==> config.mk <==
export PLATFORM = sky130hd
export DESIGN_NAME = bas_ln
export DESIGN_NICKNAME = d
export VERILOG_FILES = /design/src/rtl/bas_pkg.sv /design/src/rtl/bas_ln.sv
export SDC_FILE = /design/constraint.sdc
export NUM_CORES = 2
export LEC_CHECK = 0
export BUFFER_PORTS_ARGS = -buffer_cell sky130_fd_sc_hd__buf_2
export CAP_MARGIN = 20
export CORE_UTILIZATION = 35
export CTS_BUF_LIST = sky130_fd_sc_hd__clkbuf_8
export DETAILED_ROUTE_END_ITERATION = 12
export GPL_ROUTABILITY_DRIVEN = 0
export PLACE_DENSITY = 0.53
export SKIP_CTS_REPAIR_TIMING = 1
export SLEW_MARGIN = 20
export SYNTH_ARGS = -nofsm -noshare
export SYNTH_HDL_FRONTEND = slang
export SYNTH_SLANG_ARGS = --single-unit
==> constraint.sdc <==
create_clock -name aclk -period 10.1 [get_ports aclk]
set_input_delay 0.505 -clock aclk [delete_from_list [all_inputs] [get_ports aclk]]
set_output_delay 0.505 -clock aclk [all_outputs]
set_load 0.1 [all_outputs]
==> src/rtl/bas_pkg.sv <==
package bas_pkg;

    // Stream payload widths.
    localparam int S_TDATA_W = 56;
    localparam int S_TUSER_W = 2;
    localparam int M_TDATA_W = 40;
    localparam int M_TUSER_W = 1;

    // Configuration port.
    localparam int CFG_IDX_W  = 3;
    localparam int CFG_DATA_W = 32;

    localparam logic [CFG_IDX_W-1:0] CFG_MODE       = 3'd0;
    localparam logic [CFG_IDX_W-1:0] CFG_ARMS       = 3'd1;
    localparam logic [CFG_IDX_W-1:0] CFG_THRESHOLD  = 3'd2;
    localparam logic [CFG_IDX_W-1:0] CFG_INIT_EST   = 3'd3;
    localparam logic [CFG_IDX_W-1:0] CFG_CONFIDENCE = 3'd4;

    // Request kinds.
    localparam logic [1:0] KIND_SELECT  = 2'd0;
    localparam logic [1:0] KIND_REWARD  = 2'd1;
    localparam logic [1:0] KIND_RESTART = 2'd2;

    // Fixed point datapath widths.
    localparam int EST_W     = 32;
    localparam int CONF_W    = 16;
    localparam int LN_W      = 21;
    localparam int DIVN_W    = LN_W + 16;
    localparam int ROOT_W    = (DIVN_W + 1) / 2;
    localparam int LOG_STEPS = 16;

    localparam logic [15:0] LN2_Q16 = 16'd45426;

endpackage

==> src/rtl/bas_ln.sv <==
// Natural log in Q5.16: binary log by repeated squaring, then times ln2.
module bas_ln (
    input  logic                    aclk,
    input  logic                    aresetn,
    input  logic                    start,
    input  logic [31:0]             value,
    output logic                    done,
    output logic [bas_pkg::LN_W-1:0] ln
);

    import bas_pkg::*;

    logic        busy_reg;
    logic        mul_reg;
    logic        done_reg;
    logic        zero_reg;
    logic [4:0]  cnt_reg;
    logic [4:0]  ip_reg;
    logic [15:0] frac_reg;
    logic [31:0] m_reg;
    logic [36:0] prod_reg;
    logic [4:0]  ip_c;
    logic [63:0] sq;
    logic [32:0] sh;

    always_comb begin
        ip_c = '0;
        for (int i = 0; i < 32; i++) begin
            if (value[i]) begin
                ip_c = 5'(i);
            end
        end
    end

    assign sq = {32'b0, m_reg} * {32'b0, m_reg};
    assign sh = sq[63:31];

    always_ff @(posedge aclk) begin
        if (!aresetn) begin
            busy_reg <= 1'b0;
            mul_reg  <= 1'b0;
            done_reg <= 1'b0;
        end else begin
            done_reg <= 1'b0;
            if (start) begin
                busy_reg <= 1'b1;
                cnt_reg  <= 5'(LOG_STEPS);
                m_reg    <= value << (5'd31 - ip_c);
                ip_reg   <= ip_c;
                frac_reg <= '0;
                zero_reg <= (value == 32'd0);
            end else if (busy_reg) begin
                if (sh[32]) begin
                    m_reg    <= sh[32:1];
                    frac_reg <= {frac_reg[14:0], 1'b1};
                end else begin
                    m_reg    <= sh[31:0];
                    frac_reg <= {frac_reg[14:0], 1'b0};
                end
                cnt_reg <= cnt_reg - 5'd1;
                if (cnt_reg == 5'd1) begin
                    busy_reg <= 1'b0;
                    mul_reg  <= 1'b1;
                end
            end else if (mul_reg) begin
                prod_reg <= {16'b0, ip_reg, frac_reg} * {21'b0, LN2_Q16};
                mul_reg  <= 1'b0;
                done_reg <= 1'b1;
            end
        end
    end

    assign done = done_reg;
    assign ln   = zero_reg ? '0 : prod_reg[36:16];

endmodule

==> impl_metrics.py <==
metrics = {
    "run_status": {
        "status": "finished, final reports clean",
    },
    "grt": {
        "grt_max_degree": 65,
        "grt_pass1_wl_mm": 165,
        "antenna_found_initial": 3,
        "grt_pass1_vias": 28800,
        "grt-ovfl-total": 0,
        "grt_usage": 0.191,
    },
    "timing": {
        "period_needed_ns": 9.42,
        "fin_setup_tns_ns": 0,
        "finalHoldViolCount": 0,
        "worst_clock_skew_ns": 0.0124,
        "fmax_mhz": 106,
        "setup_viol": 0,
        "rsz0062_at_grt": "false",
        "worst_slew_pin_slew_ns": 1.20,
        "post-route-period-util": 0.933,
        "final_max_slew_viol_count": 0,
        "holdWs_ns": 0.461,
        "slew_headroom": 0.202,
    },
    "route": {
        "viasPerCell": 4.73,
        "dr.max_layer_used": "met5",
        "dr.pass1.iters": 5,
        "dr_wl_met2_mm": 51.0,
        "drcViolationCount": 0,
        "drt-initial-drc-count": 1434,
        "ant_nets": 0,
        "dr_total_vias": 26300,
        "routedWlPerCell_um": 18.4,
        "drt-met1-wl_mm": 45.2,
        "wl_met3_mm": 4.35,
        "finalWirelength_mm": 102,
    },
    "floorplanning": {
        "die_h_um": 335,
        "fp.dieW_um": 335,
        "io_pins": 57,
        "die-area_um2": 112000,
        "start_util": 0.355,
        "core_area_um2": 109000,
        "rows": 121,
    },
    "cells_and_area": {
        "area_growth_pct": 6.38,
        "design_area_um2": 41300,
        "nNetsFinal": 5433,
        "largest_reg_flops": 32,
        "drive_above_1_share": 0.0472,
    },
    "clock_tree": {
        "cts.path.max_buffers": 2,
        "cts-htree-levels": 3,
        "clk_pin_slew_ns": 0.10,
        "clockRootBuffer": "clkbuf_8",
        "cts_tree": "yes",
        "cts_buffers": 9,
        "cts_num_sinks": 83,
        "clk_latency_ns": 0.40,
    },
    "synth": {
        "yosysTopAreaCell": "fa_1",
        "netlist_area_um2": 38800,
        "synth_edf_count": 80,
        "ys_types": 80,
        "synth.top_cell.area_share": 0.461,
        "avgSynthCellArea_um2": 9.55,
        "synthTopCellsByArea": "fa_1 (46%), ha_1 (14%), inv_1 (11%)",
        "synthFlopType": "edfxtp_1",
        "ys_ff_latch": 83,
        "synth-async-reset-ratio": 0,
        "syn-num-nets": 5433,
        "yosysWarnings": 0,
        "syn_inst": 4066,
        "seq_area_frac_synth": 0.0634,
    },
    "place": {
        "hpwl_mm": 87.3,
        "placed_area_um2": 41100,
        "numPortBuffers": 56,
    },
    "worst_setup_path": {
        "crit_path_frequent_cell": "fa_1",
        "cp_data_arrival_time_ns": 9.61,
        "max_stage_delay_ns": 0.99,
        "startpoint_type": "flip-flop",
        "end_kind": "flip-flop",
        "required_ns": 10.28,
        "slowest_stage": "edfxtp_1",
        "crit_path_max_fanout": 16,
        "criticalPathCategory": "flip-flop to flip-flop",
    },
    "flow_run": {
        "maxCapViolCount": 0,
    },
    "worst_hold_path": {
        "hp-class": "primary input to flip-flop",
    },
}
layout make-up:
cell class,instances,area (um2)
fillers,11100,68200
inverters,1176,4410
clock inverters,7,115
diodes,2,5.00
clock buffers,9,124
repair buffers,128,913
multi-input cells,2668,31400
flip-flops and latches,83,2460
well taps,1476,1850
Yosys cell counts (6+ instances only):
cell type and n:
a221oi_1 6, o31ai_1 8, clkbuf_1 120, and2_1 235, o22ai_1 7, buf_1 6
nor4_1 8, a31oi_1 16, or2_2 6, nand4_1 16, mux2i_1 66, inv_1 1174
buf_2 7, and4_1 6, nor2b_1 44, nor3_1 23, mux2_2 13, nor2_1 139
o21ai_0 37, o211ai_1 11, nand3_1 14, o21a_1 10, nand2_1 310, a22oi_1 6
a221o_1 11, xnor2_1 53, fa_1 894, a21oi_1 87, edfxtp_1 80, o21bai_1 14
xor2_1 40, ha_1 438, a211oi_1 8, a31o_2 11, nand2b_1 8, and3_1 19
a21o_1 36
through the flow:
stage               cells  worst slack, ns  utilization
floorplan            4066             2.01            -
global placement     5527            0.681        0.374
detailed placement   5531            0.718        0.375
CTS                  5547            0.656        0.377
global route         5547            0.382        0.377
finish               5549            0.677        0.377
critical path: cells and delay by family (launching register included):
kind	cells	cell delay, ns
adders and majority gates	9	4.48
and+or+nand+nor	4	1.16
AOI/OAI and AO/OA	6	1.60
xor gates and xnor gates	1	0.23
DFF	1	0.99
buffers and inverters	6	0.72
layout by cell type, fill, tap and decap left out, types with 39 or more instances in the layout:
cell and n:
inv_1 1174, fa_1 894, ha_1 438, nand2_1 310
and2_1 235, nor2_1 139, a21oi_1 87, edfxtp_1 80
mux2i_1 66, buf_4 64, buf_2 56, xnor2_1 53
nor2b_1 44, xor2_1 39
layer usage:
layer	vias to the layer above	GRT usage
met3	88	0.0217
met2	482	0.331
met4	4	0.0361
met5	-	0
met1	13500	0.257
li1	12200	-
cell families (layout without fill, tap and decap cells):
group | Yosys count | in the layout | synth area share
flops | 83 | 83 | 0.0634
other cells | 0 | 2 | 0
xor+xnor | 94 | 94 | 0.0214
compound gates | 324 | 324 | 0.0580
mux | 79 | 79 | 0.0208
fa+ha+maj | 1332 | 1332 | 0.602
buf+inv | 1315 | 1320 | 0.128
simple gates | 839 | 839 | 0.106
final timing paths:
path                            startpoint   endpoint  slack, ns  depth (start not counted)
worst min register to register     mul_reg    mul_reg       0.50                          2
worst max register to register   m_reg[15]  m_reg[24]       0.68                         26
worst max-delay path             m_reg[15]  m_reg[24]       0.68                         26
worst min-delay path               aresetn       done       0.46                          3
Power is left out: the tool's default activity adds up to more than one toggle a clock period on the data nets, which glitch-free logic cannot reach.
