File: config.mk
export PLATFORM = sky130hd
export DESIGN_NAME = bas_ram
export DESIGN_NICKNAME = d
export VERILOG_FILES = /design/src/rtl/bas_ram.sv
export SDC_FILE = /design/constraint.sdc
export NUM_CORES = 1
export LEC_CHECK = 0
export BUFFER_PORTS_ARGS = -buffer_cell sky130_fd_sc_hd__buf_2
export CAP_MARGIN = 10
export CELL_PAD_IN_SITES_DETAIL_PLACEMENT = 1
export CELL_PAD_IN_SITES_GLOBAL_PLACEMENT = 1
export CORE_AREA = 4 4 228 230
export CTS_CLUSTER_DIAMETER = 30
export DETAILED_ROUTE_END_ITERATION = 16
export DIE_AREA = 0 0 232 234
export GPL_ROUTABILITY_DRIVEN = 0
export PLACE_DENSITY_LB_ADDON = 0.1
export RECOVER_POWER = 50
export SETUP_SLACK_MARGIN = 0.4
export SKIP_LAST_GASP = 1
export SLEW_MARGIN = 10
export SYNTH_ARGS = -nofsm -noshare
export SYNTH_HDL_FRONTEND = slang
export SYNTH_SLANG_ARGS = --single-unit
File: constraint.sdc
create_clock -name aclk -period 4 [get_ports aclk]
set_input_delay 1 -clock aclk [delete_from_list [all_inputs] [get_ports aclk]]
set_output_delay 1 -clock aclk [all_outputs]
set_load 0.05 [all_outputs]
File: src/rtl/bas_ram.sv
module bas_ram #(
    parameter int WIDTH = 32,
    parameter int DEPTH = 16
) (
    input  logic                     aclk,
    input  logic                     we,
    input  logic [$clog2(DEPTH)-1:0] waddr,
    input  logic [WIDTH-1:0]         wdata,
    input  logic [$clog2(DEPTH)-1:0] raddr,
    output logic [WIDTH-1:0]         rdata
);

    logic [WIDTH-1:0] mem [DEPTH];

    always_ff @(posedge aclk) begin
        if (we) begin
            mem[waddr] <= wdata;
        end
        rdata <= mem[raddr];
    end

endmodule

==> results of run 1 <==
## worst register-to-register path, cell delays in order, from the launching register on
cell      delay, ns
edfxtp_1       0.36
mux4_2         0.48
a22oi_1        0.26
nand2_1        0.11
## power groups by stage
stage | sequential (W) | combinational [W] | clock [W]
after global routing | 0.00644 | 0.000735 | 0.00986
final | 0.00644 | 0.000681 | 0.00932
after floorplan | 0.00666 | 0.000306 | 0
after global placement | 0.00652 | 0.000682 | 0
after CTS | 0.00644 | 0.000705 | 0.00950
after detailed placement | 0.00654 | 0.000702 | 0
## flip-flops by register name, indices dropped and copies added (netlist names)
signal	count
mem	512
rdata	32
## cells in the final DEF (no fill, tap or decap), drive strengths merged, types with 3 or more instances in the layout
master,instances
clkinvlp,15
nor2,13
inv,3
buf,59
edfxtp,512
a22oi,64
clkbuf,177
nand2,33
dfxtp,32
bufinv,18
nor3,4
clkinv,35
mux4,128
## kinds of logic (layout without fill, tap and decap cells)
family | Yosys count | in the layout | share of synthesized area [%]
other | 0 | 1 | 0
AOI/OAI and AO/OA | 64 | 64 | 2.420
muxes | 128 | 128 | 14.52
DFF | 544 | 544 | 80.67
and+or+nand+nor | 59 | 59 | 1.273
buffers and inverters | 43 | 307 | 1.122
## cell type report
class	count	area, um2	area share (%)
flip-flops and latches	544	16020	63.92
multi-input cells	251	3767	15.04
clock buffers	139	2973	11.86
clock inverters	71	899.6	3.590
well taps	672	840.8	3.356
repair buffers	97	558.0	2.227
diodes	1	2.502	0.009987
## per-layer routing
metal / global-route usage (%) / vias up
met4: 6.183 / 0
met5: 0 / -
met2: 29.31 / 261
li1: - / 3960
met1: 24.11 / 5051
met3: 4.069 / 73
## through the flow
stage          hold WS [ns]  utilization [%]  setup slack (ns)
2_1_floorplan        0.6349                -            0.6920
3_3_place_gp         0.6532            42.59             1.118
3_5_place_dp         0.6599            42.59             1.093
4_1_cts              0.6654            50.36             1.627
5_1_grt              0.6925            50.25            0.9231
6_report             0.6566            50.25             1.092
## how the worst max path moves through the flow
stage               depth (start not counted)  slack (ns)   endpoint       from
global route                                5        0.92   rdata[8]   raddr[3]
finish                                      5        1.09  rdata[14]   raddr[3]
global placement                            5        1.12   rdata[3]   raddr[0]
CTS                                         1        1.63  rdata[17]  rdata[17]
detailed placement                          5        1.09   rdata[3]   raddr[0]
floorplan                                   2        0.69  mem[1][0]   waddr[2]
==> key figures, run 1 <==
Global routing
  – Gr usage total: between 10% and 20%
  – Global-route wire length before repair: about 70,000 um
  – Initial antenna violation count: 1
  – Total grt overflow: 0
  – Vias in the first global route: between 10,000 and 15,000
  – Largest net degree at the start of global routing: between 50 and 60

Placed design
  – Cell Area, Placed: 0.02124 mm2
  – Placed cells: 1,564
  – Number of port buffers: 73
  – Hpwl dp: 21,990 um

Synthesis
  – Synthesized cell area: around 0.020 mm2
  – Top-count cell post-synth: edfxtp_1
  – Top_reg_cell synth: edfxtp_1
  – Cell variety after synth: 18
  – Syn_nets: just under 900
  – Yosys top cell by area: edfxtp_1
  – Yosys reg bits: around 540
  – Post-synth EDFFs: just over 500
  – Synth top cells by count: edfxtp_1 (512), mux4_2 (128), a22oi_1 (64)
  – Synth top area share: between 70% and 80%
  – Ranking of synthesized cells by area: edfxtp_1 (77%), mux4_2 (15%), dfxtp_1 (3.2%)
  – Yosys warning count: 0
  – Sequential share of the synthesized area: about four fifths
  – Cells after Synth: 838
  – Synthesized area per cell: approximately 24 um2
  – Asr flop ratio synth: 0%

STA
  – Final Setup Violations: 0
  – RSZ-0062 raised after global routing: no
  – FMAX: 343.8 MHz
  – Worst slew margin: -14.72%
  – Tmin final: slightly below 3 ns
  – Tcrit/Tclk final: 72.71%
  – Layout Skew: 0.01661 ns
  – Final Hold Viols: 0
  – Setup TNS: 0 ns
  – Final Max Slew Viols: 15
  – Worst Max-Slew Pin Slew: roughly 1.7 ns

Cells and area
  – Layout fillers: approximately 4,400
  – Layout cells sized above 1: around 36%
  – Final Cell Area: about 0.025 mm2
  – Final nets: roughly 1,000
  – Synth-to-layout area growth: 26.20%
  – Cell Count, Final, Fillers Out: 1,775

Setup path
  – Crit path buf inv count: 2
  – Critical path's slowest cell: nor2b_1
  – CP max stage delay: 1.34 ns
  – R2R Path End: rdata[20]
  – CP Launch Type: primary input
  – Crit-path max FO: 19
  – Element type at the critical path end: flip-flop
  – Worst flop-to-flop path startpoint: mem[3][20]
  – R2r worst-path depth: 3
  – Critical Path RT: ~4.6 ns
  – Crit Path Category: in -> reg
  – R2R setup slack: ~2.7 ns
  – Cell family with most CP delay: simple AND/OR/NAND/NOR gates
  – Crit-path cells: clkbuf_1 > nor2b_1 > buf_4 > a22oi_1 > nand2_1
  – Worst path arrival time: ~3.5 ns

Floorplanning
  – Core Region: around 0.05 mm2
  – Die ar.: approximately 0.054 mm2
  – Std-Cell Rows: 82
  – Starting Density: about two fifths
  – Number of I/O pins: 74
  – Die Span Y: approximately 230 um
  – Die Width: approximately 230 um

Clock tree
  – Clock transition at path regs: 0.05 ns
  – CTS H-tree lvls: 3
  – CTS tree: done
  – CTS buffer count: 110
  – Clock buffer depth: 3
  – Worst-skew pair later-pin latency: ~0.64 ns
  – CTS Sinks: ~540
  – Clock Tree Root: clkbuf_16
  – Hold buffers post-CTS: 0
  – Postcts setup bufs: 0
  – CTS resizes: 0

Pwr
  – Total power: between 0.015 and 0.02 W
  – Flop pwr share: about two fifths
  – Power Density: between 600 and 700 mW/mm2
  – P_leak: around 8.2 nW
  – Sw Ratio: 20.86%
  – Logic pwr share: under 10%
  – Clk pwr share: 56.7%
  – Worst IR Drop VDD: ~0.37 mV
  – Internal Power: 0.01301 W
  – Sw power: between 0.003 and 0.004 W

Detailed routing
  – Drt pass-1 iters: 5
  – Vias after detailed routing: approximately 9,300
  – Met3 WL: 2424 um
  – First-iteration detailed-routing DRC count: 887
  – M1 WL: between 20,000 and 25,000 um
  – Post-Route WL: about 47,000 um
  – Routed WL per cell: 26.61 um
  – Highest routed layer: met4
  – DR vias/cell: around 5.3
  – DR DRC count: 0
  – WL met2: 23,620 um
  – Antenna viol nets, final: 0

Outcome
  – Run status: finished with violations
  – Failing checks: capacitance limit, slew limit

Hold path
  – WHS Path Cells: 3
  – Min-Delay Endpoint: rdata[6]
  – Hold WC Path Type: reg -> reg
  – Hold path start: mem[15][6]

Job
  – Total of max-cap violations: 1
Power figures use the tool's default switching activity.
==> inputs of run 2 (changes only) <==
- clock period: 4 -> 2.7 ns (I/O delays scaled with it)
==> run 2 against run 1 <==
Hold slack got worse by 0.12 ns; register-to-register slack worse by 1.3 ns; count of clock-buffer cells in the layout fell by 17; combinational power grew 54%; critical endpoint is now mem[14][21]; global-route usage is 0.67 points higher; the run now ends clean; die area did not move; core utilization increased by 0.45 points; critical path type unchanged; power up 48%.
==> key figures, run 2 (same netlist as run 1, synthesis figures left out) <==
Clock tree
  – CTS resizes: 0
  – Clock Tree Root: clkbuf_16
  – CTS buffer count: 106
  – CTS tree: done
  – CTS Sinks: about 540
  – Worst-skew pair later-pin latency: between 0.6 and 0.7 ns
  – Hold buffers post-CTS: 0
  – Clock transition at path regs: around 0.050 ns
  – CTS H-tree lvls: 3
  – Postcts setup bufs: 0
  – Clock buffer depth: 3

Cells and area
  – Largest register by flop count: mem
  – Most common cell after layout, fill and taps aside: edfxtp_1
  – Commonest non-fill, non-tap cells in the layout: edfxtp_1 (512), mux4_2 (128), clkbuf_16 (108)
  – Layout cells sized above 1: a little over a third
  – Final nets: roughly 1,100
  – Layout fillers: roughly 4,400
  – Final Cell Area: ~0.025 mm2
  – Max reg flops: roughly 500
  – Synth-to-layout area growth: 27.34%
  – Cell Count, Final, Fillers Out: between 1,500 and 2,000
  – Biggest regs: mem (512), rdata (32)
  – Final core occ: about half

Pwr
  – Power Density: 959.4 mW/mm2
  – P_leak: around 8.3 nW
  – Worst IR Drop VDD: around 0.5 mV

Setup path
  – Element type at the critical path end: flip-flop
  – CP Launch Type: primary input
  – R2r worst-path depth: 3
  – Crit-path max FO: 23
  – Worst path arrival time: ~2.5 ns
  – Critical Path RT: approximately 3 ns
  – Crit Path Category: in -> reg

Floorplanning
  – Die Span Y: 234 um
  – Core Region: approximately 0.050 mm2
  – Number of I/O pins: 74
  – Die Width: 232 um
  – Std-Cell Rows: slightly above 80
  – Die ar.: between 0.05 and 0.06 mm2
  – Starting Density: 39.82%

Detailed routing
  – Vias after detailed routing: about 9,600
  – Post-Route WL: 49,320 um
  – Drt pass-1 iters: 4
  – DR vias/cell: between 5 and 6
  – First-iteration detailed-routing DRC count: around 800
  – Routed WL per cell: roughly 28 um
  – DR DRC count: 0
  – Antenna viol nets, final: 0

STA
  – Tmin final: 2.289 ns
  – Final Max Slew Viols: 0
  – Final worst slack: roughly 0.41 ns
  – Layout Skew: approximately 0.017 ns
  – Final Setup Violations: 0
  – Final Hold Viols: 0
  – FMAX: about 440 MHz
  – Tcrit/Tclk final: roughly 85%
  – Worst slew margin: between 30% and 40%
  – Worst Max-Slew Pin Slew: roughly 1.0 ns
  – RSZ-0062 raised after global routing: no

Global routing
  – Total grt overflow: 0
  – Largest net degree at the start of global routing: 46
  – Gr usage total: roughly a fifth
  – Initial antenna violation count: 1
  – Global-route wire length before repair: around 72,000 um
  – Vias in the first global route: 10,630

Outcome
  – Run status: complete, no violations

Placed design
  – Cell Area, Placed: about 0.022 mm2
  – DP Worst Slack: around 0.33 ns
  – Placed cells: between 1,500 and 2,000
  – Hpwl dp: around 24,000 um
  – Number of port buffers: 73

Hold path
  – WHS Path Cells: 1
  – Hold WC Path Type: in -> reg

Job
  – Total of max-cap violations: 0
==> run 2: path summary, 6_finish.rpt <==
| check | end | from | slack, ns |
|---|---|---|---|
| max reg2reg | rdata[0] | mem[10][0] | 1.36 |
| min | mem[8][10] | wdata[10] | 0.54 |
| max | mem[14][21] | waddr[1] | 0.41 |
| min reg2reg | rdata[1] | mem[15][1] | 0.66 |
==> run 2: critical path, stage by stage <==
cell and delay, ns:
clkbuf_1 0.41, nand2b_1 0.35, nor2_1 0.24, clkbuf_2 0.83
==> run 2: metal layers <==
| layer | share of wire [%] | vias up | GRT usage [%] |
|---|---|---|---|
| met4 | 1.6 | 0 | 5.791 |
| met5 | 0 | - | 0 |
| met3 | 4.6 | 57 | 3.717 |
| li1 | - | 3971 | - |
| met2 | 49 | 251 | 30.60 |
| met1 | 44 | 5275 | 25.45 |
==> run 2: power by group <==
group | switching [W] | total (W) | internal, W
combinational | 0.000692 | 0.00105 | 0.000359
sequential | 0.0000641 | 0.00953 | 0.00947
clock | 0.00428 | 0.0137 | 0.00939
total | 0.00503 | 0.0243 | 0.0192
==> run 2: layout make-up <==
class                   instances  area [um2]  share of cell area [%]
flip-flops and latches        544       16020                   63.35
multi-input cells             251        3751                   14.84
clock buffers                 122        2795                   11.06
clock inverters                77        1001                   3.959
repair buffers                109       875.8                   3.464
well taps                     672       840.8                   3.326
diodes                          1       2.502                0.009898
==> run 2: through the flow <==
step / total power [W] / setup TNS [ns] / hold WS (ns)
after floorplan: 0.01032 / -0.4020 / 0.6349
after global placement: 0.01072 / 0 / 0.6568
after detailed placement: 0.01076 / 0 / 0.6544
after CTS: 0.02453 / 0 / 0.3857
after global routing: 0.02508 / 0 / 0.5407
final: 0.02426 / 0 / 0.5402
==> inputs of run 3 (changes only) <==
- clock period: 2.7 -> 2.4 ns (I/O delays scaled with it)
==> run 3 against run 2 <==
Sequential share of layout area decreased by 0.39 points; critical path depth unchanged; cell count increased by 0.17%; global-route usage decreased by 0.20 points; power increased by 12%; die area unchanged; count of clock-buffer cells in the layout decreased by 4; setup slack improved by 0.0063 ns; largest cell class unchanged; largest power group unchanged.
==> key figures, run 3 (same netlist as run 1, synthesis figures left out) <==
Outcome
  – Run status: complete, no violations

Clock tree
  – CTS resizes: 0
  – CTS buffer count: roughly 110
  – Clock Tree Root: clkbuf_16
  – Clock buffer depth: 3
  – CTS H-tree lvls: 3
  – Postcts setup bufs: 0
  – CTS Sinks: 544
  – Worst-skew pair later-pin latency: roughly 0.63 ns
  – Hold buffers post-CTS: 0
  – Clock transition at path regs: ~0.05 ns
  – CTS tree: done

STA
  – Tcrit/Tclk final: around 83%
  – Final Setup Violations: 0
  – Worst slew margin: 5.330%
  – RSZ-0062 raised after global routing: no
  – Final Max Slew Viols: 0
  – Setup TNS: 0 ns
  – Final Hold Viols: 0
  – Final worst slack: around 0.42 ns
  – Worst Max-Slew Pin Slew: 1.420 ns
  – Layout Skew: 0.02415 ns
  – Tmin final: 1.982 ns
  – FMAX: ~500 MHz

Detailed routing
  – Antenna viol nets, final: 0
  – First-iteration detailed-routing DRC count: roughly 870
  – DR DRC count: 0
  – Post-Route WL: slightly below 50,000 um
  – Drt pass-1 iters: 5
  – Routed WL per cell: between 20 and 30 um
  – Vias after detailed routing: around 9,500
  – DR vias/cell: 5.343

Floorplanning
  – Core Region: between 0.04 and 0.05 mm2
  – Die ar.: 0.05429 mm2
  – Std-Cell Rows: 82
  – Number of I/O pins: between 70 and 80
  – Die Width: approximately 230 um
  – Die Span Y: 234 um
  – Starting Density: roughly two fifths

Setup path
  – Crit-path cells: buf_2 > nand3_4 > nor3_1 > clkbuf_2
  – CP Launch Type: primary input
  – Critical Path RT: 2.61 ns
  – Crit path buf inv count: 2
  – Element type at the critical path end: flip-flop
  – Critical path's slowest cell: clkbuf_2
  – Crit-path max FO: 32
  – Cell family with most CP delay: buffers and inverters
  – Crit Path Category: in -> reg
  – CP max stage delay: 1.07 ns
  – Worst path arrival time: 2.19 ns

Global routing
  – Total grt overflow: 0
  – Vias in the first global route: roughly 11,000
  – Global-route wire length before repair: 72,010 um
  – Gr usage total: 18.42%
  – Initial antenna violation count: 3
  – Largest net degree at the start of global routing: 33

Placed design
  – Number of port buffers: 73
  – Cell Area, Placed: about 0.022 mm2
  – Placed cells: around 1,600
  – DP Worst Slack: approximately 0.17 ns
  – Hpwl dp: approximately 23,000 um

Hold path
  – Hold WC Path Type: in -> reg

Pwr
  – Power Density: between 1000 and 1500 mW/mm2
  – P_leak: 8.378 nW
  – Worst IR Drop VDD: roughly 0.72 mV

Job
  – Total of max-cap violations: 0

Cells and area
  – Synth-to-layout area growth: 28.12%
  – Final Cell Area: approximately 0.025 mm2
  – Layout cells sized above 1: 36.98%
  – Largest register by flop count: mem
  – Max reg flops: approximately 500
  – Most common cell after layout, fill and taps aside: edfxtp_1
  – Commonest non-fill, non-tap cells in the layout: edfxtp_1 (512), mux4_2 (128), clkbuf_16 (106)
  – Biggest regs: mem (512), rdata (32)
  – Cell Count, Final, Fillers Out: roughly 1,800
  – Final nets: roughly 1,100
-- run 3: changes by cell type in the layout (fill, tap and decap cells not counted), sizes merged --
| cell | before | now |
|---|---|---|
| bufinv | 21 | 20 |
| inv | 5 | 15 |
| clkbuf | 162 | 152 |
| buf | 69 | 79 |
| clkinvlp | 10 | 12 |
| clkinv | 41 | 33 |
-- run 3: area by class of cell --
| class | instances | area, um2 |
|---|---|---|
| diodes | 1 | 2.502 |
| clock buffers | 118 | 2728 |
| clock inverters | 80 | 1037 |
| fillers | 4384 | 24430 |
| multi-input cells | 251 | 3779 |
| flip-flops and latches | 544 | 16020 |
| well taps | 672 | 840.8 |
| repair buffers | 113 | 1035 |
-- run 3: worst register-to-register path: cells and delay by family (launching register included) --
kind	cells	cell delay [ns]
AOI/OAI and AO/OA	1	0.26
and+or+nand+nor	1	0.14
muxes	1	0.46
DFF	1	0.37
-- run 3: path summary, 6_finish.rpt --
path              cells past startpoint  slack (ns)          to       start
setup / recovery                      4        0.42  mem[12][4]          we
hold / removal                        1        0.48  mem[6][10]   wdata[10]
setup reg to reg                      3        1.04   rdata[30]  mem[0][30]
hold reg to reg                       3        0.66    rdata[3]  mem[15][3]
-- run 3: through the flow --
| step | total power (W) | utilization [%] | hold slack, ns |
|---|---|---|---|
| floorplan | 0.01162 | - | 0.6349 |
| global placement | 0.01209 | 43.59 | 0.6533 |
| detailed placement | 0.01214 | 43.59 | 0.6636 |
| CTS | 0.02756 | 51.14 | 0.3022 |
| global route | 0.02818 | 51.01 | 0.4945 |
| finish | 0.02723 | 51.01 | 0.4755 |
-- run 3: power breakdown --
group	leakage [nW]	internal, W	switching (W)
registers	4.89	0.0107	0.0000652
clock network	1.81	0.0104	0.00492
logic	1.67	0.000431	0.000785
total	8.38	0.0215	0.00577
-- run 3: routing by layer --
layer  up-vias  GRT usage, %  wire length (um)
li1       3984             -                 -
met1      5172         25.65             21280
met2       278         29.80             24030
met3        68         3.608              2553
met4         4         5.716               819
met5         -             0                26
