### src/rtl/bas_isqrt.sv
// Floor square root, one result bit per cycle.
module bas_isqrt #(
    parameter int IN_W = 37
) (
    input  logic                    aclk,
    input  logic                    aresetn,
    input  logic                    start,
    input  logic [IN_W-1:0]         value,
    output logic                    done,
    output logic [(IN_W+1)/2-1:0]   root
);

    localparam int K  = (IN_W + 1) / 2;
    localparam int CW = $clog2(K + 1);

    logic           busy_reg;
    logic           done_reg;
    logic [CW-1:0]  cnt_reg;
    logic [2*K-1:0] val_reg;
    logic [K+1:0]   rem_reg;
    logic [K-1:0]   root_reg;
    logic [K+3:0]   rem_sh;
    logic [K+3:0]   trial;
    logic           fits;

    assign rem_sh = {rem_reg, val_reg[2*K-1:2*K-2]};
    assign trial  = {2'b00, root_reg, 2'b01};
    assign fits   = (rem_sh >= trial);

    always_ff @(posedge aclk) begin
        if (!aresetn) begin
            busy_reg <= 1'b0;
            done_reg <= 1'b0;
        end else begin
            done_reg <= 1'b0;
            if (start) begin
                busy_reg <= 1'b1;
                cnt_reg  <= CW'(K);
                val_reg  <= (2*K)'(value);
                rem_reg  <= '0;
                root_reg <= '0;
            end else if (busy_reg) begin
                rem_reg  <= fits ? (K+2)'(rem_sh - trial) : (K+2)'(rem_sh);
                root_reg <= {root_reg[K-2:0], fits};
                val_reg  <= {val_reg[2*K-3:0], 2'b00};
                cnt_reg  <= cnt_reg - CW'(1);
                if (cnt_reg == CW'(1)) begin
                    busy_reg <= 1'b0;
                    done_reg <= 1'b1;
                end
            end
        end
    end

    assign done = done_reg;
    assign root = root_reg;

endmodule

### config.mk
export PLATFORM = sky130hd
export DESIGN_NAME = bas_isqrt
export DESIGN_NICKNAME = d
export VERILOG_FILES = /design/src/rtl/bas_isqrt.sv
export SDC_FILE = /design/constraint.sdc
export NUM_CORES = 1
export LEC_CHECK = 0
export BUFFER_PORTS_ARGS = -buffer_cell sky130_fd_sc_hd__buf_2
export CAP_MARGIN = 20
export CORE_MARGIN = 2
export CORE_UTILIZATION = 57
export CTS_CLUSTER_DIAMETER = 80
export CTS_CLUSTER_SIZE = 20
export DETAILED_ROUTE_END_ITERATION = 6
export HOLD_SLACK_MARGIN = 0.12
export PLACE_DENSITY = 0.79
export SLEW_MARGIN = 25
export SYNTH_ARGS = -nofsm -noshare
export SYNTH_HDL_FRONTEND = slang
export SYNTH_SLANG_ARGS = --single-unit
### constraint.sdc
create_clock -name aclk -period 4.4 [get_ports aclk]
set_input_delay 0.88 -clock aclk [delete_from_list [all_inputs] [get_ports aclk]]
set_output_delay 0.88 -clock aclk [all_outputs]
set_load 0.01 [all_outputs]
==> metrics.md, run 1 <==
| Metric | Value |
|---|---|
| I/O Buffers | 59 |
| Worst-path clk slew | 0.09 ns |
| Cells after DPL | 553 |
| DR pass1 iterations | 4 |
| Total gr overflow | 0 |
| Sw Share | 29.9% |
| Fin crit share | 73.8% |
| Setup TNS | 0 ns |
| Worst skew pair latency | 0.36 ns |
| Routed length per instance | 15.1 um |
| Via count | 3,212 |
| Final std cell area, no fill | 5260 um^2 |
| Combinational share of power | 24.1% |
| Global Route Usage Sum | 20.4% |
| Global placer's final weighted congestion | 0.869 |
| First-pass GRT wire length | 14,300 um |
| Min-delay worst type | flop to flop |
| Setup bufs post-CTS | 0 |
| Die width | 95.0 um |
| Core area | 8130 um^2 |
| Drt drc | 0 |
| Rows | 33 |
| DPL Wire Length | 5950 um |
| Die area | 9030 um^2 |
| RSZ-0062 raised after global routing | no |
| Startpoint Class | flop |
| Netlist Area Pre-Place | 4720 um^2 |
| Setup CP Type | flop to flop |
| Die Ht | 95.0 um |
| Final setup fails | 0 |
| Share of cells above drive strength 1 | 26.3% |
| Hold violation total from the final report | 0 |
| Worst Tran Pin Value | 1.03 ns |
| Status | completed |
| Sink Count | 85 |
| Clk pwr share | 25.6% |
| Int Pwr | 1.39 mW |
| Arr. time, crit path | 3.43 ns |
| Fin cells | 569 |
| Net Switching | 0.594 mW |
| Syn. warnings | 0 |
| Power share of the sequential group | 50.3% |
| Max VDD drop | 194 uV |
| Fmax | 0.308 GHz |
| Yosys reg bits | 85 |
| Detailed Route WL | 8590 um |
| Clock buffer count from CTS | 9 |
| Largest register FFs | 38 |
| N_diodes | 0 |
| Dpl cell area | 5090 um^2 |
| Clock skew | 0.0113 ns |
| Via/cell ratio | 5.64 |
| CP Max Fanout | 21 |
| Setup crit end kind | flop |
| Root Buffer | clkbuf_8 |
| Syn Area/Cell | 11.7 um^2 |
| Hold Buf Count CTS | 0 |
| CTS tree | built |
| Req. time, crit path | 4.58 ns |
| Max Cap Violations | 0 |
| Syn nets | 468 |
| Slew Viols, Final | 0 |
| Min Clock Period, post-route | 3.25 ns |
| Nets | 522 |
| Final Worst Setup Slack | 1.15 ns |
| Ys async rst share | 0% |
| Slew HR | 31.1% |
| Leak pwr | 2.16 nW |
| Pin count of the biggest net entering global routing | 86 |
| Antenna violations before repair | 0 |
| Seq/Total Area, Yosys | 53.6% |
| IO Pins | 60 |
| P&R area growth vs syn | 11.5% |
| Starting Density | 58.1% |
| Netlist cell types | 47 |
| Pwr/cell area | 377 nW/um^2 |
| CTS resizes | 0 |
| Pre-CTS setup slack | 1.21 ns |
| Post-synthesis cell count | 405 |
| EDFF count, synth | 83 |
| H-tree levels | 3 |
| Synth Flop Type | edfxtp_1 |
| Initial drt markers | 137 |
| Vias in the first global route | 3,128 |
| Clock tree buffer depth | 2 |
| Antenna viol nets, final | 0 |
final cells by class:
cell class / count / area, um^2
clock buffer: 10 / 128
fill: 646 / 2870
sequential: 85 / 2530
inverter: 24 / 90.1
tap: 105 / 131
timing repair buffer: 62 / 318
multi-input combinational: 277 / 2020
clock inverter: 6 / 46.3
per-stage QoR:
stage	power, mW	hold slack, ns	utilization, %
global route	2.08	0.534	64.7
CTS	2.00	0.507	64.7
finish	1.99	0.503	64.7
detailed placement	1.49	0.493	62.6
global placement	1.48	0.481	62.6
floorplan	1.39	0.454	-
synth_stat cells, types with 2 or more instances:
cell type  instances  area (um^2)
mux2i_1           13          130
ha_1              23          288
edfxtp_1          83         2490
buf_2              2         10.0
a22o_2             2         20.0
xor2_1             2         17.5
nor2b_1            6         37.5
nand2b_1           4         25.0
a21oi_1           21          105
and3_1             4         25.0
nand3_1            5         25.0
nand4_1            4         25.0
dfxtp_1            2         40.0
buf_6              2         22.5
o21bai_1           4         30.0
xnor2_1           15          131
o21a_1             4         30.0
or3_1              3         18.8
a211oi_1           8         60.1
buf_1              4         15.0
a21o_1             6         45.0
inv_1             24         90.1
o21ai_0           14         70.1
clkbuf_1          11         41.3
and2_1             2         12.5
nor4_1             3         18.8
nor3_1             4         20.0
nor2_1            53          199
mux2_2            36          405
nand2_1           22         82.6
a31oi_1            3         18.8
worst max-delay path: stages, from the launching register on:
cell and delay (ns):
edfxtp_1 0.41, ha_1 0.40, o211ai_1 0.12, o21ai_2 0.18, o2111a_2 0.29, a41o_4 0.27, a41o_1 0.88, nand3_1 0.23
o31ai_1 0.30
path summary, 6_finish.rpt:
check / from / endpoint / slack, ns / cells past startpoint
max: rem_reg[0] / rem_reg[17] / 1.15 / 8
min: busy_reg / done / 0.50 / 1
max reg2reg: rem_reg[0] / rem_reg[17] / 1.15 / 8
min reg2reg: busy_reg / done / 0.50 / 1
cells by family (layout without fill, tap and decap cells):
group	after synthesis	count (layout)	synth area share [%]
XOR/XNOR	17	17	3.15
adder cells (fa/ha/maj)	23	23	6.09
multiplexers	49	49	11.3
AND/OR/NAND/NOR	114	114	11.0
buffers and inverters	43	102	3.79
flip-flops	85	85	53.6
AO/OA/AOI/OAI	74	74	10.9
layout by cell type, fill, tap and decap left out, drive strengths merged, types with 3 or more instances in the layout:
cell type | synthesis | final
nor2b | 6 | 6
or3 | 3 | 3
buf | 8 | 62
o21bai | 4 | 4
mux2 | 36 | 36
nand2b | 4 | 4
nand4 | 4 | 4
nand3 | 5 | 5
a21o | 6 | 6
nor4 | 3 | 3
a21oi | 21 | 21
and3 | 4 | 4
clkinv | 0 | 3
a211oi | 8 | 8
o21a | 4 | 4
nand2 | 22 | 22
ha | 23 | 23
clkbuf | 11 | 10
a31oi | 3 | 3
edfxtp | 83 | 83
nor2 | 53 | 53
inv | 24 | 26
o21ai | 16 | 16
mux2i | 13 | 13
xnor2 | 15 | 15
nor3 | 5 | 5
per-layer routing:
layer  routed length [um]  global-route usage, %  part of all wire, %  vias to the layer above
li1                     -                      -                    -                     1585
met1                 3880                   27.2                   45                     1522
met2                 4020                   32.8                   47                       89
met3                  542                   5.14                  6.3                       16
met4                  159                   6.64                  1.9                        0
met5                    0                      0                    0                        -
power groups by stage:
stage | clock [mW] | sequential, mW | combinational [mW]
global route | 0.544 | 1.01 | 0.534
global placement | 0 | 1.01 | 0.466
finish | 0.509 | 0.999 | 0.480
detailed placement | 0 | 1.02 | 0.476
floorplan | 0 | 1.02 | 0.372
CTS | 0.518 | 0.999 | 0.480
Power figures use the tool's default switching activity.
==> run 2, diff against run 1 <==
ABC_AREA = 1   (was default)
PLACE_DENSITY = 0.78   (was 0.79)
clock period = 3.1 ns   (was 4.4 ns; I/O delays follow)
==> metrics.md, run 2 <==
| Metric | Value |
|---|---|
| Root Buffer | clkbuf_8 |
| Final Worst Setup Slack | 0.577 ns |
| Netlist cell types | 28 |
| N_diodes | 0 |
| Seq/Total Area, Yosys | 48.7% |
| Pin count of the biggest net entering global routing | 76 |
| Clock tree buffer depth | 2 |
| Max VDD drop | 387 uV |
| Rows | 34 |
| CP Max Fanout | 25 |
| Min Clock Period, post-route | 2.52 ns |
| Cell with the most instances after synthesis | nand2_1 |
| Fmax | 0.396 GHz |
| Worst skew pair latency | 0.37 ns |
| Critical path buffers and inverters | 2 |
| Drt drc | 0 |
| Clk pwr share | 27.4% |
| Initial drt markers | 229 |
| RSZ-0062 raised after global routing | no |
| Total gr overflow | 0 |
| Delay-heaviest family, CP | simple AND/OR/NAND/NOR gates |
| Largest register FFs | 38 |
| Hold EP | val_reg[5] |
| Synth top area share | 47.9% |
| Setup TNS | 0 ns |
| Pre-CTS setup slack | 0.609 ns |
| Worst hold slack | 0.505 ns |
| Worst path max stage delay | 0.45 ns |
| Cells after DPL | 809 |
| Power share of the sequential group | 47.7% |
| Most frequent cells in the layout | 255 x nand2_1, 91 x inv_1, 83 x edfxtp_1 |
| Net Switching | 0.950 mW |
| Hold violation total from the final report | 0 |
| Fin crit share | 81.4% |
| Ys async rst share | 0% |
| Critical-path top delay cell | edfxtp_1 |
| Status | completed |
| Sink Count | 85 |
| Via/cell ratio | 5.07 |
| Vias in the first global route | 4,103 |
| Yosys reg bits | 85 |
| Final setup fails | 0 |
| Area contributors post-synth | edfxtp_1 48%, nand2_1 18%, inv_1 6.6% |
| Starting Density | 59.1% |
| Reg2reg start | rem_reg[16] |
| EDFF count, synth | 83 |
| Clock skew | 0.0114 ns |
| Die Ht | 99.5 um |
| Antenna violations before repair | 0 |
| CP Cell Sequence | ha_1, nand2_1, inv_1, nand2_1, nand2_1, a21oi_2, nand4_4, inv_4, nor2_2, nor2_1 |
| FILL cells | 759 |
| Min-delay worst type | flop to flop |
| Worst-path clk slew | 0.09 ns |
| Detailed Route WL | 11,100 um |
| Slew Viols, Final | 0 |
| Arr. time, crit path | 2.73 ns |
| First-pass GRT wire length | 18,900 um |
| Hold Buf Count CTS | 0 |
| Top cell by count, worst path | nand2_1 |
| CTS resizes | 0 |
| Most common cell after layout, fill and taps aside | nand2_1 |
| Startpoint Class | flop |
| Global Route Usage Sum | 23.9% |
| H-tree levels | 3 |
| Synth area leader | edfxtp_1 |
| Min-Delay Path Depth | 2 |
| P&R area growth vs syn | 11.4% |
| Reg2Reg Capture Point | rem_reg[12] |
| Post-synthesis cell count | 653 |
| Req. time, crit path | 3.30 ns |
| Core area | 8810 um^2 |
| Setup CP Type | flop to flop |
| Setup crit end kind | flop |
| Global placer's final weighted congestion | 0.949 |
| DPL Wire Length | 8030 um |
| Share of cells above drive strength 1 | 14.9% |
| Synth top cells by count | 255 x nand2_1, 91 x inv_1, 83 x edfxtp_1, 72 x nor2_1, 23 x ha_1 |
| Syn Area/Cell | 7.97 um^2 |
| DR pass1 iterations | 5 |
| Routed length per instance | 13.5 um |
| Leak pwr | 2.91 nW |
| Die width | 99.5 um |
| Clock buffer count from CTS | 9 |
| Pwr/cell area | 510 nW/um^2 |
| IO Pins | 60 |
| Max Cap Violations | 0 |
| Int Pwr | 2.01 mW |
| CTS tree | built |
| Synth Flop Type | edfxtp_1 |
| Setup bufs post-CTS | 0 |
| Sw Share | 32.1% |
| Hold Startpoint | val_reg[3] |
| Netlist Area Pre-Place | 5200 um^2 |
| R2r worst-path depth | 10 |
| Die area | 9910 um^2 |
| I/O Buffers | 59 |
| Nets | 775 |
| Combinational share of power | 24.8% |
| Syn. warnings | 0 |
| Fin cells | 825 |
| Syn nets | 716 |
| Worst Tran Pin Value | 0.709 ns |
| Antenna viol nets, final | 0 |
| Via count | 4,184 |
| Worst reg2reg setup slack | 0.58 ns |
| Slew HR | 52.7% |
run 2: cell types whose count changed in the layout (fill, tap and decap cells not counted), sizes merged, moves of 13 or more:
cell   delta
mux2i    -13
mux2     -36
nand2   +238
inv      +70
nor2     +35
nand3    +16
run 2: area by class of cell:
class	count	area (um^2)	area share (%)
Sequential cell	85	2530	43.7
Timing Repair Buffer	63	325	5.61
Tap cell	108	135	2.33
Multi-Input combinational cell	458	2240	38.7
Clock buffer	9	124	2.14
Clock inverter	7	75.1	1.30
Inverter	95	359	6.20
run 2: per-stage QoR:
| stage | cell area, um^2 | total power, mW | util [%] |
|---|---|---|---|
| after floorplan | 5220 | 1.99 | - |
| after global placement | 5600 | 2.15 | 63.6 |
| after CTS | 5800 | 2.97 | 65.8 |
| final | 5800 | 2.96 | 65.8 |
| after global routing | 5800 | 3.12 | 65.8 |
| after detailed placement | 5600 | 2.17 | 63.6 |
run 2: worst max-delay path by stage:
stage / startpoint / to / cells after the start
floorplan: start / cnt_reg[0] / 2
finish: rem_reg[16] / rem_reg[12] / 10
global route: root[0] / rem_reg[8] / 11
CTS: rem_reg[16] / rem_reg[16] / 10
detailed placement: rem_reg[16] / rem_reg[16] / 10
global placement: rem_reg[16] / rem_reg[15] / 10
run 2: cell families (layout without fill, tap and decap cells):
| family | Yosys count | count (layout) | synth area share [%] |
|---|---|---|---|
| buf+inv | 110 | 174 | 8.42 |
| flops | 85 | 85 | 48.7 |
| fa+ha+maj | 23 | 23 | 5.53 |
| simple gates | 387 | 387 | 31.1 |
| compound gates | 38 | 38 | 4.62 |
| xor+xnor | 10 | 10 | 1.68 |
run 2: routing by layer:
| metal | routed length, um | GRT usage, % | vias to the layer above |
|---|---|---|---|
| li1 | - | - | 2171 |
| met1 | 5040 | 31.8 | 1871 |
| met2 | 5330 | 39.2 | 114 |
| met3 | 494 | 4.64 | 28 |
| met4 | 235 | 8.54 | 0 |
| met5 | 0 | 0 | - |
run 2: worst register-to-register path: cells and delay by family (launching register included):
| kind | cells | cell delay, ns |
|---|---|---|
| compound gates | 1 | 0.21 |
| fa+ha+maj | 1 | 0.37 |
| buf+inv | 2 | 0.43 |
| flops | 1 | 0.45 |
| simple gates | 6 | 0.90 |
run 2: power by group through the flow:
stage                     logic (mW)  registers [mW]  clock network [mW]
after floorplan                0.549            1.44                   0
after global placement         0.713            1.43                   0
after detailed placement       0.728            1.44                   0
after CTS                      0.733            1.41               0.827
after global routing           0.838            1.42               0.865
final                          0.734            1.41               0.811
==> run 3, diff against run 2 <==
clock period = 2.5 ns   (was 3.1 ns; I/O delays follow)
==> metrics.md, run 3 (synthesis gave the netlist of run 2 again) <==
| Metric | Value |
|---|---|
| Status | completed |
| Slew HR | 52.2% |
| RSZ-0062 raised after global routing | no |
| GRT met3 Usage | 5.27% |
| Clock tree buffer depth | 2 |
| Met2 global-route usage | 38.1% |
| Drt drc | 0 |
| Pwr/cell area | 648 nW/um^2 |
| Total gr overflow | 0 |
| Worst Tran Pin Value | 0.717 ns |
| Detailed Route WL | 11,100 um |
| M1 GR Usage | 30.5% |
| Largest register FFs | 38 |
| CTS resizes | 0 |
| DR pass1 iterations | 5 |
| Setup TNS | 0 ns |
| Min Clock Period, post-route | 2.31 ns |
| Req. time, crit path | 2.63 ns |
| Nets | 781 |
| Critical path buffers and inverters | 2 |
| Most frequent cells in the layout | 255 x nand2_1, 91 x inv_1, 83 x edfxtp_1 |
| P&R area growth vs syn | 13.5% |
| Most Crowded Layer GR | met2 |
| Vias in the first global route | 4,086 |
| Starting Density | 59.1% |
| Setup crit end kind | flop |
| Dpl cell area | 5660 um^2 |
| Share of cells above drive strength 1 | 15.9% |
| Via count | 4,221 |
| N_diodes | 0 |
| Max Cap Violations | 0 |
| Final setup fails | 0 |
| Slew Viols, Final | 0 |
| IO Pins | 60 |
| Setup CP Type | flop to flop |
| Clock skew | 0.0109 ns |
| Via/cell ratio | 5.08 |
| Global Route Usage Sum | 23.3% |
| Max VDD drop | 381 uV |
| First-pass GRT wire length | 18,400 um |
| Worst-path clk slew | 0.10 ns |
| Min-delay worst type | primary input to flop |
| Die width | 99.5 um |
| Rows | 34 |
| Worst reg2reg setup slack | 0.19 ns |
| Delay-heaviest family, CP | simple AND/OR/NAND/NOR gates |
| DPL Wire Length | 7850 um |
| CP Max Fanout | 13 |
| Antenna violations before repair | 0 |
| Core area | 8810 um^2 |
| Top cell by count, worst path | nand2_1 |
| Leak pwr | 2.96 nW |
| Clock buffer count from CTS | 9 |
| Critical-path top delay cell | edfxtp_1 |
| Routed length per instance | 13.4 um |
| Hold violation total from the final report | 0 |
| Global placer's final weighted congestion | 0.974 |
| Antenna viol nets, final | 0 |
| Final std cell area, no fill | 5910 um^2 |
| Arr. time, crit path | 2.45 ns |
| I/O Buffers | 59 |
| FILL cells | 771 |
| Most common cell after layout, fill and taps aside | nand2_1 |
| CTS tree | built |
| Startpoint Class | flop |
| Fin crit share | 92.5% |
| Fmax | 0.432 GHz |
| Worst skew pair latency | 0.37 ns |
| Initial drt markers | 198 |
| H-tree levels | 3 |
| Die Ht | 99.5 um |
| CP Cell Sequence | inv_1, ha_1, o21ai_1, nand2_1, nand2_1, nand2_1, nand2_2, nand4_4, buf_12, o21bai_1, nor2_1 |
| Sink Count | 85 |
| Die area | 9910 um^2 |
| Worst path max stage delay | 0.40 ns |
| FF+latch area | 2530 um^2 |
| Root Buffer | clkbuf_8 |
| Total power | 3.83 mW |
| Area occupied by multi-input gates | 2240 um^2 |
| Pin count of the biggest net entering global routing | 76 |
run 3: cell count changes in the layout (fill, tap and decap cells not counted):
cell,delta
inv_6,+3
bufinv_16,+1
buf_4,+3
clkinv_1,-2
buf_12,+3
clkinv_2,+1
clkinv_4,-3
run 3: report_power, final:
part	internal [mW]	total (mW)	switching (mW)
combinational	0.340	0.938	0.598
clock	0.579	1.14	0.562
sequential	1.70	1.75	0.0466
total	2.62	3.83	1.21
run 3: cell type report:
type,count,area share (%)
inverters,95,6.08
clock inverters,7,1.74
repair buffers,69,6.91
flip-flops and latches,85,42.9
well taps,108,2.29
clock buffers,9,2.10
multi-input cells,458,38.0
run 3: worst paths after layout:
path         startpoint     endpoint  cells after the start
min            value[0]   val_reg[0]                      3
min reg2reg    busy_reg         done                      2
max reg2reg     root[0]  rem_reg[15]                     11
max             root[0]  rem_reg[15]                     11
run 3: repair_timing:
item | 4_1_cts | 5_1_grt
buffers inserted | 0 | 3
endpoints found under the setup margin | 0 | 4
hold buffers | 0 | 0
hold endpoints to repair | 0 | 0
run 3: per-stage QoR:
stage / instances / hold slack (ns) / setup slack (ns) / util, %
after floorplan: 653 / 0.481 / 0.0865 / -
after CTS: 828 / 0.365 / 0.145 / 66.8
after detailed placement: 812 / 0.499 / 0.169 / 64.2
after global placement: 812 / 0.493 / 0.226 / 64.2
after global routing: 831 / 0.378 / 0.0253 / 67.1
final: 831 / 0.379 / 0.187 / 67.1
run 3: worst register-to-register path: cells and delay by family, from the launching register on:
kind,cells,cell delay [ns]
buf+inv,2,0.36
compound gates,2,0.26
flops,1,0.40
fa+ha+maj,1,0.31
simple gates,6,0.74
run 3: metal layers:
metal,wire length [um],vias up
met1,5040,1893
met5,0,-
met4,237,0
met2,5260,126
li1,-,2181
met3,571,21
